$ cat config.mk
export PLATFORM = sky130hd
export DESIGN_NAME = locked_key_value_table
export DESIGN_NICKNAME = d
export VERILOG_FILES = /design/src/rtl/lkvt_pkg.sv /design/src/rtl/lkvt_ram.sv /design/src/rtl/locked_key_value_table.sv
export SDC_FILE = /design/constraint.sdc
export NUM_CORES = 2
export LEC_CHECK = 0
export ABC_AREA = 1
export BUFFER_PORTS_ARGS = -buffer_cell sky130_fd_sc_hd__buf_2
export CAP_MARGIN = 20
export CORE_MARGIN = 8
export CORE_UTILIZATION = 45
export CTS_CLUSTER_DIAMETER = 40
export CTS_CLUSTER_SIZE = 25
export DETAILED_ROUTE_END_ITERATION = 10
export GPL_ROUTABILITY_DRIVEN = 0
export HOLD_SLACK_MARGIN = 0.1
export PLACE_DENSITY_LB_ADDON = 0.2
export SLEW_MARGIN = 0
export SYNTH_ARGS = -nofsm -noshare
export SYNTH_HDL_FRONTEND = slang
export SYNTH_HIERARCHICAL = 1
export SYNTH_SLANG_ARGS = --single-unit
$ cat constraint.sdc
create_clock -name clock -period 11.9 [get_ports clock]
set_input_delay 1.19 -clock clock [delete_from_list [all_inputs] [get_ports clock]]
set_output_delay 1.19 -clock clock [all_outputs]
set_load 0.005 [all_outputs]
$ cat src/rtl/lkvt_pkg.sv
// Shared constants, codes and types of the locked key/value table.
`timescale 1ns / 1ps
`default_nettype none

package lkvt_pkg;

   // Table geometry
   localparam int ENTRIES     = 16;
   localparam int KEY_BYTES   = 8;
   localparam int VALUE_BYTES = 8;

   localparam int KEY_W = 8 * KEY_BYTES;
   localparam int VAL_W = 8 * VALUE_BYTES;
   localparam int IDX_W = (ENTRIES > 1) ? $clog2(ENTRIES) : 1;
   localparam int CNT_W = $clog2(ENTRIES + 1);

   // Port field widths
   localparam int MODE_W   = 3;
   localparam int REQID_W  = 22;
   localparam int DATA_W   = 64;
   localparam int STATUS_W = 3;

   typedef logic [MODE_W-1:0]   mode_type;
   typedef logic [STATUS_W-1:0] status_type;

   // Request modes
   localparam mode_type MODE_PUT   = 3'd0;
   localparam mode_type MODE_GET   = 3'd1;
   localparam mode_type MODE_DEL   = 3'd2;
   localparam mode_type MODE_BEGIN = 3'd3;
   localparam mode_type MODE_END   = 3'd4;

   // Response status codes
   localparam status_type ST_OK        = 3'd0;
   localparam status_type ST_LOCKED    = 3'd1;
   localparam status_type ST_FULL      = 3'd2;
   localparam status_type ST_NOT_FOUND = 3'd3;
   localparam status_type ST_REFUSED   = 3'd4;
   localparam status_type ST_EMPTY     = 3'd5;

   // Sequencer states
   typedef enum logic [2:0] {
      S_IDLE,
      S_READ,
      S_CMP,
      S_GETV,
      S_SHRD,
      S_SHWR
   } state_type;

endpackage

`default_nettype wire

$ cat src/rtl/lkvt_ram.sv
// Generic single write port, single read port RAM with registered read data.
`timescale 1ns / 1ps
`default_nettype none

module lkvt_ram #(
   parameter int WIDTH = 64,
   parameter int DEPTH = 16
) (
   input  wire logic                                    clock,
   input  wire logic                                    wr_en,
   input  wire logic [((DEPTH > 1) ? $clog2(DEPTH) : 1)-1:0] wr_addr,
   input  wire logic [WIDTH-1:0]                        wr_data,
   input  wire logic [((DEPTH > 1) ? $clog2(DEPTH) : 1)-1:0] rd_addr,
   output logic      [WIDTH-1:0]                        rd_data
);

   logic [WIDTH-1:0] mem_ff [DEPTH];
   logic [WIDTH-1:0] rd_data_ff;

   // Write one word, read one word a cycle
   always_ff @(posedge clock) begin
      if (wr_en) begin
         mem_ff[wr_addr] <= wr_data;
      end
      rd_data_ff <= mem_ff[rd_addr];
   end

   assign rd_data = rd_data_ff;

endmodule

`default_nettype wire

$ cat src/rtl/locked_key_value_table.sv
// Top level: request sequencer, shared key comparator and the two table RAMs.
// Response timing: lock, unused-mode, locked-out and empty-key words and any word on an empty table
//   respond in the cycle after acceptance; otherwise the held slots are walked in order, each
//   read (S_READ) then compared (S_CMP); a hit or a miss responds, a get hit after S_GETV.
// Delete shifts later pairs down, each read (S_SHRD) then written one slot lower (S_SHWR), then
//   responds; the table holds at most 15 pairs. Busy is high through the walk and a new word
//   is taken in the response cycle; no receiver stall.
// Reset (synchronous) clears the entry count and the lock owner; the tables are not cleared.
`timescale 1ns / 1ps
`default_nettype none

module locked_key_value_table (
   input  wire logic                           clock,
   input  wire logic                           reset,
   input  wire logic                           req_start,
   output logic                                busy,
   input  wire logic [lkvt_pkg::MODE_W-1:0]    req_mode,
   input  wire logic [lkvt_pkg::REQID_W-1:0]   req_requester,
   input  wire logic [lkvt_pkg::DATA_W-1:0]    req_key,
   input  wire logic [lkvt_pkg::DATA_W-1:0]    req_value,
   output logic                                rsp_valid,
   output logic [lkvt_pkg::STATUS_W-1:0]       rsp_status,
   output logic [lkvt_pkg::DATA_W-1:0]         rsp_read_value
);

   import lkvt_pkg::*;

   localparam int SUM_W = CNT_W + 1;

   state_type             state_ff, state_in;
   logic [IDX_W-1:0]      idx_ff, idx_in;
   logic [CNT_W-1:0]      count_ff, count_in;
   logic [REQID_W-1:0]    lock_ff, lock_in;
   mode_type              mode_ff, mode_in;
   logic [KEY_W-1:0]      key_ff, key_in;
   logic [VAL_W-1:0]      value_ff, value_in;
   logic                  rsp_valid_ff, rsp_valid_in;
   status_type            rsp_status_ff, rsp_status_in;
   logic [DATA_W-1:0]     rsp_value_ff, rsp_value_in;

   logic                  key_we, val_we;
   logic [IDX_W-1:0]      key_wa, val_wa, rd_addr;
   logic [KEY_W-1:0]      key_wd, key_rd;
   logic [VAL_W-1:0]      val_wd, val_rd;

   logic [KEY_W-1:0]      req_key_m;
   logic                  locked_out;
   logic                  key_hit;
   logic                  more_slots;
   logic                  more_shift;
   logic                  has_room;

   // Table storage
   lkvt_ram #(.WIDTH(KEY_W), .DEPTH(ENTRIES)) u_key_ram (
      .clock   (clock),
      .wr_en   (key_we),
      .wr_addr (key_wa),
      .wr_data (key_wd),
      .rd_addr (rd_addr),
      .rd_data (key_rd)
   );

   lkvt_ram #(.WIDTH(VAL_W), .DEPTH(ENTRIES)) u_val_ram (
      .clock   (clock),
      .wr_en   (val_we),
      .wr_addr (val_wa),
      .wr_data (val_wd),
      .rd_addr (rd_addr),
      .rd_data (val_rd)
   );

   // Shared compare unit and slot bounds
   assign req_key_m  = req_key[KEY_W-1:0];
   assign locked_out = (lock_ff != '0) && (lock_ff != req_requester);
   assign key_hit    = (key_rd == key_ff);
   assign more_slots = (SUM_W'(idx_ff) + SUM_W'(1)) < SUM_W'(count_ff);
   assign more_shift = (SUM_W'(idx_ff) + SUM_W'(2)) < SUM_W'(count_ff);
   assign has_room   = (SUM_W'(count_ff) + SUM_W'(1)) < SUM_W'(ENTRIES);

   // State and control registers
   always_ff @(posedge clock) begin
      if (reset) begin
         state_ff     <= S_IDLE;
         count_ff     <= '0;
         lock_ff      <= '0;
         rsp_valid_ff <= 1'b0;
      end else begin
         state_ff     <= state_in;
         count_ff     <= count_in;
         lock_ff      <= lock_in;
         rsp_valid_ff <= rsp_valid_in;
      end
   end

   // Payload registers
   always_ff @(posedge clock) begin
      idx_ff        <= idx_in;
      mode_ff       <= mode_in;
      key_ff        <= key_in;
      value_ff      <= value_in;
      rsp_status_ff <= rsp_status_in;
      rsp_value_ff  <= rsp_value_in;
   end

   // Sequence one request
   always_comb begin
      state_in      = state_ff;
      idx_in        = idx_ff;
      count_in      = count_ff;
      lock_in       = lock_ff;
      mode_in       = mode_ff;
      key_in        = key_ff;
      value_in      = value_ff;
      rsp_valid_in  = 1'b0;
      rsp_status_in = ST_OK;
      rsp_value_in  = '0;
      key_we        = 1'b0;
      val_we        = 1'b0;
      key_wa        = idx_ff;
      val_wa        = idx_ff;
      key_wd        = key_rd;
      val_wd        = val_rd;
      rd_addr       = idx_ff;

      unique case (state_ff)
         S_IDLE: begin
            if (req_start) begin
               mode_in      = req_mode;
               key_in       = req_key_m;
               value_in     = req_value[VAL_W-1:0];
               idx_in       = '0;
               rsp_valid_in = 1'b1;
               case (req_mode) inside
                  MODE_PUT, MODE_GET, MODE_DEL: begin
                     if (locked_out) begin
                        rsp_status_in = ST_LOCKED;
                     end else if (req_key_m == '0) begin
                        rsp_status_in = ST_EMPTY;
                     end else if (count_ff == '0) begin
                        // empty table: append or miss at once
                        if (req_mode == MODE_PUT) begin
                           key_we   = 1'b1;
                           val_we   = 1'b1;
                           key_wa   = count_ff[IDX_W-1:0];
                           val_wa   = count_ff[IDX_W-1:0];
                           key_wd   = req_key_m;
                           val_wd   = req_value[VAL_W-1:0];
                           count_in = count_ff + CNT_W'(1);
                        end else begin
                           rsp_status_in = ST_NOT_FOUND;
                        end
                     end else begin
                        rsp_valid_in = 1'b0;
                        state_in     = S_READ;
                     end
                  end
                  MODE_BEGIN: begin
                     if (lock_ff == '0 && req_requester != '0) begin
                        lock_in = req_requester;
                     end else begin
                        rsp_status_in = ST_REFUSED;
                     end
                  end
                  MODE_END: begin
                     if (lock_ff != '0 && lock_ff == req_requester) begin
                        lock_in = '0;
                     end else begin
                        rsp_status_in = ST_REFUSED;
                     end
                  end
                  default: begin
                     rsp_status_in = ST_OK;
                  end
               endcase
            end
         end

         S_READ: begin
            state_in = S_CMP;
         end

         S_CMP: begin
            if (key_hit) begin
               if (mode_ff == MODE_PUT) begin
                  val_we       = 1'b1;
                  val_wd       = value_ff;
                  rsp_valid_in = 1'b1;
                  state_in     = S_IDLE;
               end else if (mode_ff == MODE_GET) begin
                  // value word of this slot arrives next cycle
                  state_in = S_GETV;
               end else if (more_slots) begin
                  state_in = S_SHRD;
               end else begin
                  count_in     = count_ff - CNT_W'(1);
                  rsp_valid_in = 1'b1;
                  state_in     = S_IDLE;
               end
            end else if (more_slots) begin
               idx_in   = idx_ff + IDX_W'(1);
               state_in = S_READ;
            end else begin
               rsp_valid_in = 1'b1;
               state_in     = S_IDLE;
               if (mode_ff == MODE_PUT) begin
                  if (has_room) begin
                     key_we   = 1'b1;
                     val_we   = 1'b1;
                     key_wa   = count_ff[IDX_W-1:0];
                     val_wa   = count_ff[IDX_W-1:0];
                     key_wd   = key_ff;
                     val_wd   = value_ff;
                     count_in = count_ff + CNT_W'(1);
                  end else begin
                     rsp_status_in = ST_FULL;
                  end
               end else begin
                  rsp_status_in = ST_NOT_FOUND;
               end
            end
         end

         S_GETV: begin
            rsp_valid_in = 1'b1;
            rsp_value_in = DATA_W'(val_rd);
            state_in     = S_IDLE;
         end

         S_SHRD: begin
            // fetch the next pair
            rd_addr  = idx_ff + IDX_W'(1);
            state_in = S_SHWR;
         end

         S_SHWR: begin
            // move the fetched pair down one slot
            key_we = 1'b1;
            val_we = 1'b1;
            idx_in = idx_ff + IDX_W'(1);
            if (more_shift) begin
               state_in = S_SHRD;
            end else begin
               count_in     = count_ff - CNT_W'(1);
               rsp_valid_in = 1'b1;
               state_in     = S_IDLE;
            end
         end

         default: begin
            state_in = S_IDLE;
         end
      endcase
   end

   assign busy           = (state_ff != S_IDLE);
   assign rsp_valid      = rsp_valid_ff;
   assign rsp_status     = rsp_status_ff;
   assign rsp_read_value = rsp_value_ff;

`ifndef SYNTHESIS
   // The table never holds more than ENTRIES-1 pairs
   a_count_bound: assert property (@(posedge clock) disable iff (reset)
      count_ff <= CNT_W'(ENTRIES - 1))
      else $error("entry count beyond table limit");

   // A compare only ever looks at a held slot
   a_cmp_in_range: assert property (@(posedge clock) disable iff (reset)
      (state_ff == S_CMP) |-> (SUM_W'(idx_ff) < SUM_W'(count_ff)))
      else $error("compare on a slot past the entry count");

   // A nonzero read value only comes with an ok status
   a_value_ok: assert property (@(posedge clock) disable iff (reset)
      (rsp_valid_ff && rsp_value_ff != '0) |-> (rsp_status_ff == ST_OK))
      else $error("read value on a failed response");

   // The lock owner changes only on an accepted request
   a_lock_change: assert property (@(posedge clock) disable iff (reset)
      (!$stable(lock_ff) && !$past(reset)) |-> $past(req_start && !busy))
      else $error("lock owner changed without a request");

   // A walk always ends in exactly one response
   a_walk_resp: assert property (@(posedge clock) disable iff (reset)
      (busy && !$past(reset) && state_in == S_IDLE) |=> rsp_valid_ff)
      else $error("walk finished without a response");
`endif

endmodule

`default_nettype wire
* Word-level counts from Yosys, hierarchy flattened *
Memory sizes are Yosys's and may differ from the RTL's. A register that Yosys moved wholly into a read port is not among the register bits.
Index checks and enable logic that the tools add are counted.

cells by class
  add/subtract/negate cells = 6
  multipliers = 0
  divide/modulo/power cells = 0
  magnitude comparators = 3
  equal/unequal tests = 30
  shifts and indexed selects = 0
  multiplexer cells = 114
  bitwise logic cells = 1
  reduce and logical (&&, ||, !) cells = 21

operator list
  cell                                                                    number
  64-bit 2-to-1 mux                                                       21
  64-bit case mux with 2 select lines                                     2
  22-bit 2-to-1 mux                                                       4
  5-bit 2-to-1 mux                                                        14
  64-bit equality test                                                    1
  64-bit logical NOT                                                      1
  3-bit 2-to-1 mux                                                        21
  4-bit 2-to-1 mux                                                        14
  22-bit nonzero test                                                     2
  1-bit 2-to-1 mux                                                        27
  22-bit equality test                                                    1
  22-bit logical NOT                                                      1
  22-bit inequality test                                                  1
  2-bit inequality test (second input constant)                           9
  3-bit inequality test (second input constant)                           5
  3-bit case mux with 5 select lines                                      1
  5-bit case mux with 3 select lines                                      1
  14-bit AND reduction                                                    1
  3-bit by 2-bit equality test with 1-bit output (second input constant)  4
  4-bit case mux with 3 select lines                                      1
  5-bit less-than comparator                                              2
  3-bit by 1-bit equality test with 1-bit output (second input constant)  3
  3-bit equality test (second input constant)                             3
  3-bit logical NOT                                                       3
  24 further kinds                                                        32

word-level totals
  bits in registers = 233
  bits in latches = 0
  RAM bits = 2048
  bits in read-only memories = 0
  bits of input ports = 156
  word-level logic and storage cells = 187
  memories = 2

memories
  memory            depth  width  read ports  clocked after memory_dff  wr ports  RTL line        source
  u_key_ram.mem_ff  16     64     1           1                         1         lkvt_ram.sv:17  logic [WIDTH-1:0] mem_ff [DEPTH];
  u_val_ram.mem_ff  16     64     1           1                         1         lkvt_ram.sv:17

* Depth between registers and ports, before layout *
  depth in word-level cells = 10
  gate-level depth with buffers = 21
  gate-level depth less buffers = 19

* Cells and area by module *
The synthesis kept the hierarchy.

by module, submodules not included
  module                  instances  cells each  area each (um2)
  lkvt_ram                2          4210        45285.9
  locked_key_value_table  1          2101        15120.8

* Least setup slack after synthesis *
Ideal clock, no wire load.

  path type = input to register
  start = input req_start
  end = memory u_key_ram.mem_ff[12][0] (enable)
  arrival = 8361 ps
  path slack = 3053 ps
  stages = 8
  path through = inv_1 -> nor2_2 -> inv_1 -> o21ai_0 -> inv_1 -> o21ai_0 -> nand3_1 -> nor2_1

on the way
  word-level cells in the longest chain between the ends = 4
  elaborated cells between the ends (all ways) = 6

RTL lines
  element                                 RTL line                       source
  start: declaration                      locked_key_value_table.sv:15   input wire logic req_start,
  1-bit 2-to-1 mux                        locked_key_value_table.sv:127  if (req_start) begin
  1-bit case mux with 3 select lines      locked_key_value_table.sv:125  unique case (state_ff)
  named net key_we                        locked_key_value_table.sv:41   logic key_we, val_we;
  1-bit 2-to-1 mux                        lkvt_ram.sv:22                 if (wr_en) begin
  1-bit 2-to-1 mux (not written as such)  lkvt_ram.sv:23                 mem_ff[wr_addr] <= wr_data;
  end: declaration                        lkvt_ram.sv:17

The timed path passes the listed nets, and every way through them passes these cells.

* Final worst setup path *
  start = input req_key[4] (netlist name)
  end = memory u_val_ram.mem_ff[10][29] (enable)

on the way
  elaborated cells between the ends (all ways) = 13

RTL lines
  element                             RTL line                       source
  start: declaration                  locked_key_value_table.sv:19   input wire logic [lkvt_pkg::DATA_W-1:0] req_key,
  64-bit logical NOT                  locked_key_value_table.sv:137  end else if (req_key_m == '0) begin
  4-bit 2-to-1 mux (4 in a row)       n/a
  4-bit case mux with 2 select lines  n/a
  named net key_wa[1]                 locked_key_value_table.sv:42   logic [IDX_W-1:0] key_wa, val_wa, rd_addr;
  end: declaration                    lkvt_ram.sv:17

The timed path passes the listed nets, and every way through them passes these cells.

==> impl_metrics.tcl <==
set metrics [dict create \
    ys_types 42 \
    netlist_area_um2 106000 \
    tightest_slew_ps 1170 \
    min_from "req_value[51]" \
    die_w_um 501 \
    post_cts_buffers 0 \
    synthFlopType "edfxtp_1" \
    multi_input_area_um2 25900 \
    crit_arrival_ps 7760 \
    drc 0 \
    cts_buffer_depth 4 \
    die_height_um 501 \
    netlist_instances 10500 \
    leakage_nw 52.0 \
    power_mw 33.5 \
    cts.sinks 2409 \
    setup_violations 0 \
    nNetsFinal 10900 \
    fin_skew_ps 69.3 \
    cts_resized 0 \
    cts_hold_buf 0 \
    ir_drop_mv 0.264 \
    synth_seq_cells 2409 \
    period_share 0.609 \
    die_area_um2 251000 \
    r2r_setup_slack_ps 5590 \
    grt_pass1_wl_um 440000 \
    seq_area_frac_synth 0.663 \
    cp_max_fo 98 \
    final_util 0.521 \
    grt_usage 0.227 \
    ys_top_cells_by_count "3190 x nand2_1, 2183 x edfxtp_1, 1808 x inv_1" \
    synth-edff-count 2183 \
    reg2reg_to "u_val_ram/mem_ff[1][19]" \
    rr_startpoint "count_ff[0]" \
    core_area_um2 234000 \
    cts_tree "yes" \
    grt_pass1_vias 70800 \
    async_reset_ff_frac 0 \
    period_needed_ps 7250 \
    cp_data_required_time_ps 12420 \
    max_freq_ghz 0.138 \
    hold_viol 0 \
    grt_max_degree 214 \
    synth_most_common_cell "nand2_1" \
    drt-initial-drc-count 6986 \
    pre_cts_slack_ps 3720 \
    min_to "value_ff[51]" \
    htreeDepth 5 \
    final-seq-area_um2 70100 \
    rsz0062_at_grt "false" \
    wl_um 293000 \
    initial_core_util 0.451 \
    routed_via_density 5.20 \
    slew_headroom 0.222 \
    syn_area_per_cell_um2 10.0 \
    slew_viol_final 0 \
    io_buffers 224 \
    drtAntennaViolNets 0 \
    dp_hpwl_um 163000 \
    synth_area_leaders "edfxtp_1 62%, nand2_1 11%, nand3_1 7.7%" \
    routedWlPerCell_um 20.7 \
    yosys_warnings 6 \
    synth_top_area_share 0.620 \
    gr-total-overflow 0 \
    reg2reg_depth 14 \
    root_buffer "clkbuf_16" \
    drive_gt1_frac 0.108 \
    min_path_type "input port to flip-flop" \
    layout.cells.non_filler 14200 \
    dp_cells 13500 \
    outcome "finished, final reports clean" \
    worst_skew_pair.late_latency_ps 950 \
    areaGrowthSynthToFinish_pct 15.6 \
    whs_path_depth 1 \
    fillers 20500 \
    crit_type "input port to flip-flop" \
    vias 73800 \
    setup_tns_ps 0 \
    synth_nets 10700 \
    crit_path_start_kind "input port" \
    p_per_area_nw_per_um2 274 \
    rows 178 \
    endpoint_kind "flip-flop" \
    cap_viol_max_count 0 \
    cts_buffers 391 \
    detail_route.first_pass.iterations 6 \
    path_clk_slew_ps 50 \
    fin_ws_ps 4650 \
    antenna_found_initial 17 \
    pin_count 225 \
    yosys.area.top_type "edfxtp_1" \
]
[where the power goes]
group | internal, mW | switching [mW]
Sequential | 11.8 | 0.303
Combinational | 2.28 | 8.04
Clock | 6.93 | 4.16
[layout make-up]
cell class	count	share of cell area
Sequential cell	2409	0.574
Multi-Input combinational cell	5714	0.212
Clock buffer	425	0.0825
Inverter	1854	0.0575
Tap cell	3150	0.0323
Clock inverter	284	0.0237
Timing Repair Buffer	342	0.0179
Antenna cell	4	0.0000820
[worst max-delay path by stage]
stage / start / to / slack, ps / depth (start not counted)
detailed placement: req_key[4] / u_val_ram/mem_ff[10][20] / 3720 / 16
global placement: req_key[4] / u_val_ram/mem_ff[10][20] / 3810 / 16
floorplan: req_start / u_key_ram/mem_ff[12][0] / 3050 / 8
CTS: req_key[4] / u_val_ram/mem_ff[10][19] / 4640 / 16
global route: req_key[4] / u_val_ram/mem_ff[10][10] / 4350 / 16
finish: req_key[4] / u_val_ram/mem_ff[10][29] / 4650 / 16
[flip-flops by register name (all words and copies together), names as in the netlist]
name               cells
lock_ff               22
count_ff               5
u_val_ram/mem_ff    1024
key_ff                64
u_key_ram/mem_ff    1024
u_val_ram/rd_data     64
idx_ff                 4
u_key_ram/rd_data     64
rsp_read_value        64
rsp_valid              1
state_ff               3
rsp_status             3
value_ff              64
mode_ff                3
[cells by family (layout without fill, tap and decap cells)]
group | after synthesis | count (layout) | share of synthesized area
flip-flops | 2409 | 2409 | 0.663
other | 0 | 4 | 0
AND/OR/NAND/NOR | 5108 | 5108 | 0.202
adder cells (fa/ha/maj) | 13 | 13 | 0.00154
AO/OA/AOI/OAI | 560 | 560 | 0.0329
buffers and inverters | 2398 | 2905 | 0.0980
XOR/XNOR | 33 | 33 | 0.00273
[worst max-delay path: stages]
cell and delay (ps):
buf_2 120, nor2_1 150, nand2_1 90, nor2_1 650, nand2_1 290, nor2_1 180, nand2_1 340, nand2_1 290
nor2_4 40, buf_4 410, nand2_8 760, o21ai_0 170, o221ai_1 770, nand2_1 480, nor2_4 980, buf_4 720
[metrics by stage]
stage,hold slack (ps),cell area [um2]
5_1_grt,372,122000
3_5_place_dp,461,109000
6_report,429,122000
4_1_cts,352,122000
2_1_floorplan,440,106000
3_3_place_gp,467,109000
[per-layer routing]
metal  routed length, um  GRT usage  vias to the layer above
li1                    -          -                    34800
met1              125000      0.311                    35500
met2              136000      0.369                     2912
met3               22100     0.0383                      559
met4               10100     0.0793                        4
met5                  25          0                        -
[cell usage in the layout (no fill, tap or decap), types with 77 or more instances in the layout]
cell type | Yosys | layout
clkbuf_16 | 0 | 397
nor2_1 | 244 | 212
dfxtp_1 | 226 | 226
nand2_1 | 3190 | 3190
o21ai_0 | 87 | 84
a21oi_1 | 198 | 198
buf_2 | 267 | 224
o211ai_1 | 77 | 77
nand3_1 | 1633 | 1632
edfxtp_1 | 2183 | 2183
inv_1 | 1808 | 1806
o21ai_1 | 86 | 86
buf_4 | 41 | 106
(Power assumes the default switching activity.)
